$ cat src/hw/rtl/cdbr_pkg.sv
package cdbr_pkg;

  localparam int BufferChars = 32;
  localparam int IdxW = (BufferChars > 1) ? $clog2(BufferChars) : 1;
  localparam int InitLen = 7;

  localparam logic [7:0] SpaceChar = 8'h20;
  localparam logic [7:0] QuestChar = 8'h3F;
  localparam logic [7:0] ZeroChar = 8'h30;
  localparam logic [7:0] OneChar = 8'h31;
  localparam logic [7:0] NineChar = 8'h39;
  localparam logic [7:0] LowAChar = 8'h61;
  localparam logic [7:0] LowZChar = 8'h7A;
  localparam logic [7:0] EscChar = 8'h1B;

  typedef enum logic [1:0] {
    FUNC_TICK  = 2'd0,
    FUNC_CHAR  = 2'd1,
    FUNC_BUMP  = 2'd2,
    FUNC_VALUE = 2'd3
  } func_e;

  typedef enum logic [3:0] {
    ST_IDLE,
    ST_TICK,
    ST_TICK_OUT,
    ST_BUMP_WRAP,
    ST_BUMP_WR,
    ST_VAL_DIV,
    ST_VAL_WR
  } state_e;

  // Display init sequence: ESC [ 0 h ESC [ j
  function automatic logic [7:0] init_byte(input logic [2:0] step);
    logic [7:0] b;
    b = EscChar;
    case (step)
      3'd0: b = EscChar;
      3'd1: b = 8'h5B;
      3'd2: b = 8'h30;
      3'd3: b = 8'h68;
      3'd4: b = EscChar;
      3'd5: b = 8'h5B;
      3'd6: b = 8'h6A;
      default: b = EscChar;
    endcase
    return b;
  endfunction

  function automatic logic [7:0] bump_char(input logic [7:0] w);
    logic [7:0] r;
    if (w >= ZeroChar && w < NineChar) begin
      r = w + 8'd1;
    end else if (w == NineChar) begin
      r = LowAChar;
    end else if (w >= LowAChar && w < LowZChar) begin
      r = w + 8'd1;
    end else if (w == LowZChar) begin
      r = w;
    end else begin
      r = OneChar;
    end
    return r;
  endfunction

endpackage

$ cat src/hw/rtl/cdbr_ram.sv
module cdbr_ram #(
  parameter int Width = 8,
  parameter int Depth = 32,
  parameter int AddrW = (Depth > 1) ? $clog2(Depth) : 1
) (
  input  logic             clk_i,
  input  logic             we_i,
  input  logic [AddrW-1:0] waddr_i,
  input  logic [Width-1:0] wdata_i,
  input  logic             re_i,
  input  logic [AddrW-1:0] raddr_i,
  output logic [Width-1:0] rdata_o
);

  logic [Width-1:0] mem_q [Depth];
  logic [Width-1:0] rdata_q;

  always_ff @(posedge clk_i) begin
    if (we_i) begin
      mem_q[waddr_i] <= wdata_i;
    end
    if (re_i) begin
      rdata_q <= mem_q[raddr_i];
    end
  end

  assign rdata_o = rdata_q;

endmodule

$ cat src/hw/rtl/cdbr_div10.sv
module cdbr_div10 (
  input  logic [31:0] dividend_i,
  output logic [31:0] quotient_o
);

  logic [63:0] prod;

  // Multiply by the rounded-up reciprocal of ten; exact for all 32-bit inputs.
  assign prod = {32'd0, dividend_i} * 64'h0000_0000_CCCC_CCCD;
  assign quotient_o = {3'd0, prod[63:35]};

endmodule

$ cat src/hw/rtl/char_display_buffer_refresher_top.sv
// Channel | Direction | Handshake                 | Payload
// input   | in        | in_valid_i / in_ready_o   | func_i pos_i ch_i value_i digit_count_i
// output  | out       | out_valid_o / out_ready_i | tx_byte_o
//
// Char write: RAM written when accepted. Tick: ST_TICK (init), or ST_TICK then
// ST_TICK_OUT (buffer RAM). Bump: ST_BUMP_WRAP subtracts BufferChars until pos
// fits, then ST_BUMP_WR. Value: per digit ST_VAL_DIV (reciprocal divide), then ST_VAL_WR (RAM write).
// Reset clears per-entry valid bits at once; an unwritten entry reads as space.
// A tick waits while the output register holds an untaken byte.
module char_display_buffer_refresher_top (
  input  logic        clk_i,
  input  logic        rst_ni,
  input  logic        in_valid_i,
  output logic        in_ready_o,
  input  logic [1:0]  func_i,
  input  logic [7:0]  pos_i,
  input  logic [7:0]  ch_i,
  input  logic [31:0] value_i,
  input  logic [5:0]  digit_count_i,
  output logic        out_valid_o,
  input  logic        out_ready_i,
  output logic [7:0]  tx_byte_o
);
  import cdbr_pkg::*;

  localparam logic [8:0] BufN9 = 9'(BufferChars);
  localparam logic [9:0] BufN10 = 10'(BufferChars);
  localparam logic [IdxW-1:0] LastIdx = IdxW'(BufferChars - 1);

  state_e state_q, state_d;
  logic [2:0] init_q, init_d;
  logic [IdxW-1:0] ref_q, ref_d;
  logic [BufferChars-1:0] vld_q, vld_d;
  logic ent_vld_q, ent_vld_d;
  logic out_valid_q, out_valid_d;
  logic [7:0] tx_q, tx_d;
  logic [7:0] pos_q, pos_d;
  logic [31:0] val_q, val_d;
  logic [5:0] cnt_q, cnt_d;
  logic [31:0] quo_q, quo_d;
  logic [7:0] wrap_q, wrap_d;

  logic we, re;
  logic [IdxW-1:0] waddr, raddr;
  logic [7:0] wdata, rdata, ent_data;
  logic [31:0] quotient, remainder;
  logic [9:0] dpos;
  logic slot_free, accept;

  cdbr_ram #(
    .Width(8),
    .Depth(BufferChars)
  ) u_ram (
    .clk_i  (clk_i),
    .we_i   (we),
    .waddr_i(waddr),
    .wdata_i(wdata),
    .re_i   (re),
    .raddr_i(raddr),
    .rdata_o(rdata)
  );

  cdbr_div10 u_div10 (
    .dividend_i(val_q),
    .quotient_o(quotient)
  );

  assign in_ready_o = (state_q == ST_IDLE);
  assign accept = in_valid_i && in_ready_o;
  assign slot_free = !out_valid_q || out_ready_i;
  assign ent_data = ent_vld_q ? rdata : SpaceChar;
  assign dpos = {2'd0, pos_q} + {4'd0, cnt_q} - 10'd1;
  assign remainder = val_q - {quo_q[28:0], 3'd0} - {quo_q[30:0], 1'b0};

  always_comb begin
    state_d = state_q;
    init_d = init_q;
    ref_d = ref_q;
    ent_vld_d = ent_vld_q;
    out_valid_d = out_valid_q && !out_ready_i;
    tx_d = tx_q;
    pos_d = pos_q;
    val_d = val_q;
    cnt_d = cnt_q;
    quo_d = quo_q;
    wrap_d = wrap_q;
    we = 1'b0;
    waddr = '0;
    wdata = '0;
    re = 1'b0;
    raddr = ref_q;

    unique case (state_q)
      ST_IDLE: begin
        if (accept) begin
          pos_d = pos_i;
          val_d = value_i;
          cnt_d = digit_count_i;
          wrap_d = pos_i;
          unique case (func_e'(func_i))
            FUNC_TICK: state_d = ST_TICK;
            FUNC_CHAR: begin
              if ({1'b0, pos_i} < BufN9) begin
                we = 1'b1;
                waddr = pos_i[IdxW-1:0];
                wdata = ch_i;
              end
            end
            FUNC_BUMP: state_d = ST_BUMP_WRAP;
            FUNC_VALUE: state_d = ST_VAL_DIV;
            default: state_d = ST_IDLE;
          endcase
        end
      end
      ST_TICK: begin
        if (init_q < 3'(InitLen)) begin
          if (slot_free) begin
            out_valid_d = 1'b1;
            tx_d = init_byte(init_q);
            init_d = init_q + 3'd1;
            state_d = ST_IDLE;
          end
        end else begin
          re = 1'b1;
          raddr = ref_q;
          ent_vld_d = vld_q[ref_q];
          state_d = ST_TICK_OUT;
        end
      end
      ST_TICK_OUT: begin
        if (slot_free) begin
          out_valid_d = 1'b1;
          tx_d = ent_data;
          ref_d = (ref_q == LastIdx) ? '0 : ref_q + IdxW'(1);
          state_d = ST_IDLE;
        end
      end
      ST_BUMP_WRAP: begin
        if ({1'b0, wrap_q} >= BufN9) begin
          wrap_d = wrap_q - BufN9[7:0];
        end else begin
          re = 1'b1;
          raddr = wrap_q[IdxW-1:0];
          ent_vld_d = vld_q[wrap_q[IdxW-1:0]];
          state_d = ST_BUMP_WR;
        end
      end
      ST_BUMP_WR: begin
        we = 1'b1;
        waddr = wrap_q[IdxW-1:0];
        wdata = bump_char(ent_data);
        state_d = ST_IDLE;
      end
      ST_VAL_DIV: begin
        if (cnt_q == 6'd0) begin
          // All digits taken: a leftover value marks the field as overflowed.
          if (val_q != 32'd0 && {1'b0, pos_q} < BufN9) begin
            we = 1'b1;
            waddr = pos_q[IdxW-1:0];
            wdata = QuestChar;
          end
          state_d = ST_IDLE;
        end else begin
          quo_d = quotient;
          state_d = ST_VAL_WR;
        end
      end
      ST_VAL_WR: begin
        if (dpos < BufN10) begin
          we = 1'b1;
          waddr = dpos[IdxW-1:0];
          wdata = ZeroChar + {4'd0, remainder[3:0]};
        end
        val_d = quo_q;
        cnt_d = cnt_q - 6'd1;
        state_d = ST_VAL_DIV;
      end
      default: state_d = ST_IDLE;
    endcase

    vld_d = vld_q;
    if (we) begin
      vld_d[waddr] = 1'b1;
    end
  end

  always_ff @(posedge clk_i or negedge rst_ni) begin
    if (!rst_ni) begin
      state_q <= ST_IDLE;
      init_q <= 3'd0;
      ref_q <= '0;
      vld_q <= '0;
      out_valid_q <= 1'b0;
    end else begin
      state_q <= state_d;
      init_q <= init_d;
      ref_q <= ref_d;
      vld_q <= vld_d;
      out_valid_q <= out_valid_d;
    end
  end

  always_ff @(posedge clk_i) begin
    ent_vld_q <= ent_vld_d;
    tx_q <= tx_d;
    pos_q <= pos_d;
    val_q <= val_d;
    cnt_q <= cnt_d;
    quo_q <= quo_d;
    wrap_q <= wrap_d;
  end

  assign out_valid_o = out_valid_q;
  assign tx_byte_o = tx_q;

endmodule

$ cat config.mk
export PLATFORM = sky130hd
export DESIGN_NAME = char_display_buffer_refresher_top
export DESIGN_NICKNAME = d
export VERILOG_FILES = /design/src/hw/rtl/cdbr_pkg.sv /design/src/hw/rtl/cdbr_ram.sv /design/src/hw/rtl/cdbr_div10.sv /design/src/hw/rtl/char_display_buffer_refresher_top.sv
export SDC_FILE = /design/constraint.sdc
export NUM_CORES = 2
export LEC_CHECK = 0
export ABC_CLOCK_PERIOD_IN_PS = 8000
export BUFFER_PORTS_ARGS = -buffer_cell sky130_fd_sc_hd__buf_4
export CAP_MARGIN = 20
export CORE_ASPECT_RATIO = 2
export CORE_MARGIN = 10
export CORE_UTILIZATION = 25
export DETAILED_ROUTE_END_ITERATION = 12
export PLACE_DENSITY = 0.42
export SETUP_SLACK_MARGIN = 0.05
export SKIP_LAST_GASP = 1
export SLEW_MARGIN = 40
export SYNTH_ARGS = -nofsm -noshare
export SYNTH_HDL_FRONTEND = slang
export SYNTH_SLANG_ARGS = --single-unit
$ cat constraint.sdc
create_clock -name clk_i -period 8 [get_ports clk_i]
set_input_delay 0.4 -clock clk_i [delete_from_list [all_inputs] [get_ports clk_i]]
set_output_delay 0.4 -clock clk_i [all_outputs]
set_load 0.005 [all_outputs]
==> out/metrics.cfg <==
[layout]
design_area_um2 = 40700
final_layout_size_suffix_gt1_frac = 0.135
syn2layout_area_growth_pct = 17.4
fillers = 14524
finalNetCount = 4196

[floorplan]
die_x_um = 283
start_util = 0.251
die_y_um = 547
ioPinCount = 70
rows = 193
die-area_um2 = 155000
core_um2 = 138000

[global_routing]
grt.total_usage = 0.176
grt_overflow = 0
grt_most_used_layer = met2
grt_util_met2 = 0.354
use_met3 = 0.0197
first_global_vias = 26810
use_met1 = 0.148
grt_max_degree = 67
antenna_found_initial = 5
grt_pass1_wl_um = 194000

[yosys]
syn_nets = 3934
yosys_warnings = 0
synth_fa_ha_area_frac = 0.365
synth_top_family_by_area = adder cells
netlist_area_um2 = 34700
synth_compound_area_frac = 0.0710
avgSynthCellArea_um2 = 11.2
ys_async_sr_fraction = 0.112
ys_types = 80
yosysTopAreaCellShare = 0.308
synth_area_leaders = edfxtp_1 31%, fa_1 22%, ha_1 14%
seq_area_frac_synth = 0.341
synth_most_common_cell = inv_1
syn_inst = 3095
synth_xor_area_frac = 0.0242
ys.flop_type = edfxtp_1
synth_common_cells = 617 x inv_1, 392 x ha_1, 387 x fa_1
synth_mux_area_frac = 0.0299
synth_edf_count = 356
ys_ff_latch = 401
yosys.area_share.simple = 0.0916
yosys.area.top_type = edfxtp_1

[setup_path]
end_kind = flop
critPathLaunchType = flop
startpoint = val_q[12]
arrival_ns = 8.10
worstSetupPathType = reg2reg
path_max_fanout = 6
r2r-start = val_q[12]
required_ns = 8.37

[sta]
fin_crit_sh = 0.967
relSlewSlack = 0.432
rsz0062_at_grt = yes
fin_crit_ns = 7.73
hold_viol = 0
finalClockSkew_ns = 0.0457
hold_ws_ns = 0.0551
max_freq_mhz = 129
finalMaxSlewViolations = 0
setup_viol = 0
tightest_slew_ns = 0.852
setup_slack_ns = 0.266

[drt]
route.detailed.drc = 0
drt_iter0_markers = 1122
drt-total-wl_um = 136000
post_drt_via_cell_ratio = 4.51
vias = 23643
antenna_left = 0
routedWlPerCell_um = 26.0
drt-pass1-iter-count = 5

[worst_hold_path]
hold_class = in2reg
hp-start = value_i[26]

[clock_tree]
clock-root-buffer = clkbuf_16
path_clk_slew_ns = 0.09
cts.path.max_buffers = 3
clock-sinks = 401
numCtsBuffers = 42
clk_latency_ns = 0.63
cts.htree.levels = 2
cts_tree = built

[placement]
dp_hpwl_um = 115000
preCtsSetupSlack_ns = 0.0276
gp_congestion = 0.982
numPortBuffers = 69
dpl_cell_area_um2 = 39100

[run_status]
status = finished, final reports clean

[run]
drv_cap = 0

## worst paths after layout
check / endpoint / slack (ns) / cells past startpoint
hold / removal: val_q[26] / 0.06 / 3
max in group asynchronous: ref_q[0] / 7.12 / 2
min in group asynchronous: vld_q[1] / 0.34 / 2
setup / recovery: quo_q[26] / 0.27 / 24
setup reg to reg: quo_q[26] / 0.27 / 24
hold reg to reg: vld_q[30] / 0.49 / 1
## layout by cell type, fill, tap and decap left out, drive strengths merged, types with 5 or more instances in the layout
master / synthesis / layout
a211oi: 12 / 12
a21o: 27 / 27
a21oi: 87 / 87
a221oi: 27 / 27
a31oi: 12 / 12
a32o: 18 / 18
and2: 23 / 23
and3: 13 / 13
buf: 36 / 286
clkbuf: 41 / 52
clkinv: 0 / 9
dfrtp: 45 / 45
dlygate4sd3: 0 / 9
edfxtp: 356 / 356
fa: 387 / 387
ha: 392 / 392
inv: 617 / 624
mux2: 5 / 5
mux2i: 51 / 51
mux4: 20 / 20
nand2: 357 / 357
nand2b: 10 / 10
nand3: 86 / 86
nand4: 38 / 38
nor2: 72 / 72
nor2b: 15 / 15
nor3: 22 / 22
nor3b: 8 / 8
nor4: 7 / 7
o211ai: 10 / 10
o21a: 8 / 8
o21ai: 77 / 77
o21bai: 21 / 21
o22ai: 12 / 12
o31ai: 7 / 7
or2: 24 / 24
xnor2: 47 / 47
xor2: 49 / 49
## per-stage QoR
step	setup TNS [ns]	cells	util
after CTS	0	5239	0.294
after detailed placement	0	5154	0.283
after global placement	-0.308	5151	0.282
after floorplan	0	3095	-
after global routing	0	5242	0.295
final	0	5243	0.295
## metal layers
layer	wire (um)	part of all wire
met5	17	0.00012
met4	14100	0.10
met3	3690	0.027
met2	77800	0.57
met1	40700	0.30
## final cells by class
cell class / count / area [um2] / area share
clock inverters: 24 / 297 / 0.00728
inverters: 617 / 2320 / 0.0569
clock buffers: 52 / 1130 / 0.0277
diodes: 2 / 5.00 / 0.000123
well taps: 1852 / 2320 / 0.0569
repair buffers: 295 / 2400 / 0.0590
flip-flops and latches: 401 / 11800 / 0.290
multi-input cells: 2000 / 20400 / 0.502
## state kept, by name, summed over array words and instances (netlist names)
name and count:
u_ram.rdata_o 8, ent_vld_q 1, quo_q 29, out_valid_o 1, state_q 4, cnt_q 6, wrap_q 8, ref_q 5
init_q 3, u_ram.mem_q 256, tx_byte_o 8, pos_q 8, vld_q 32, val_q 32
## logic make-up after synthesis
group	count (synthesis)
simple gates	691
mux	76
buf+inv	694
xor+xnor	96
flops	401
other cells	1
fa+ha+maj	779
compound gates	357
## critical path, cell delays in order (launching register included)
cell	delay [ns]
edfxtp_1	0.50
inv_1	0.13
ha_1	0.41
xor2_1	0.20
ha_1	0.21
a21o_1	0.17
fa_1	0.58
inv_1	0.07
fa_1	0.51
inv_1	0.06
fa_1	0.56
fa_1	0.43
fa_1	0.54
fa_1	0.44
ha_1	0.33
buf_12	0.16
a21oi_2	0.23
a21oi_1	0.14
o21ai_0	0.15
and3b_1	0.21
nor4bb_1	0.58
o31a_1	0.41
o31ai_4	0.14
a31oi_1	0.23
xnor2_1	0.09
## what timing repair did
item	in CTS	in global routing
endpoints found under the setup margin	1	10
gates cloned	0	0
setup buffers	0	2
hold buffers	9	0
gates resized for setup	1	8
pin swaps	0	2
hold endpoints to repair	53	0
Power is left out: the tool's default activity adds up to more than one toggle a clock period on the data nets, which glitch-free logic cannot reach.
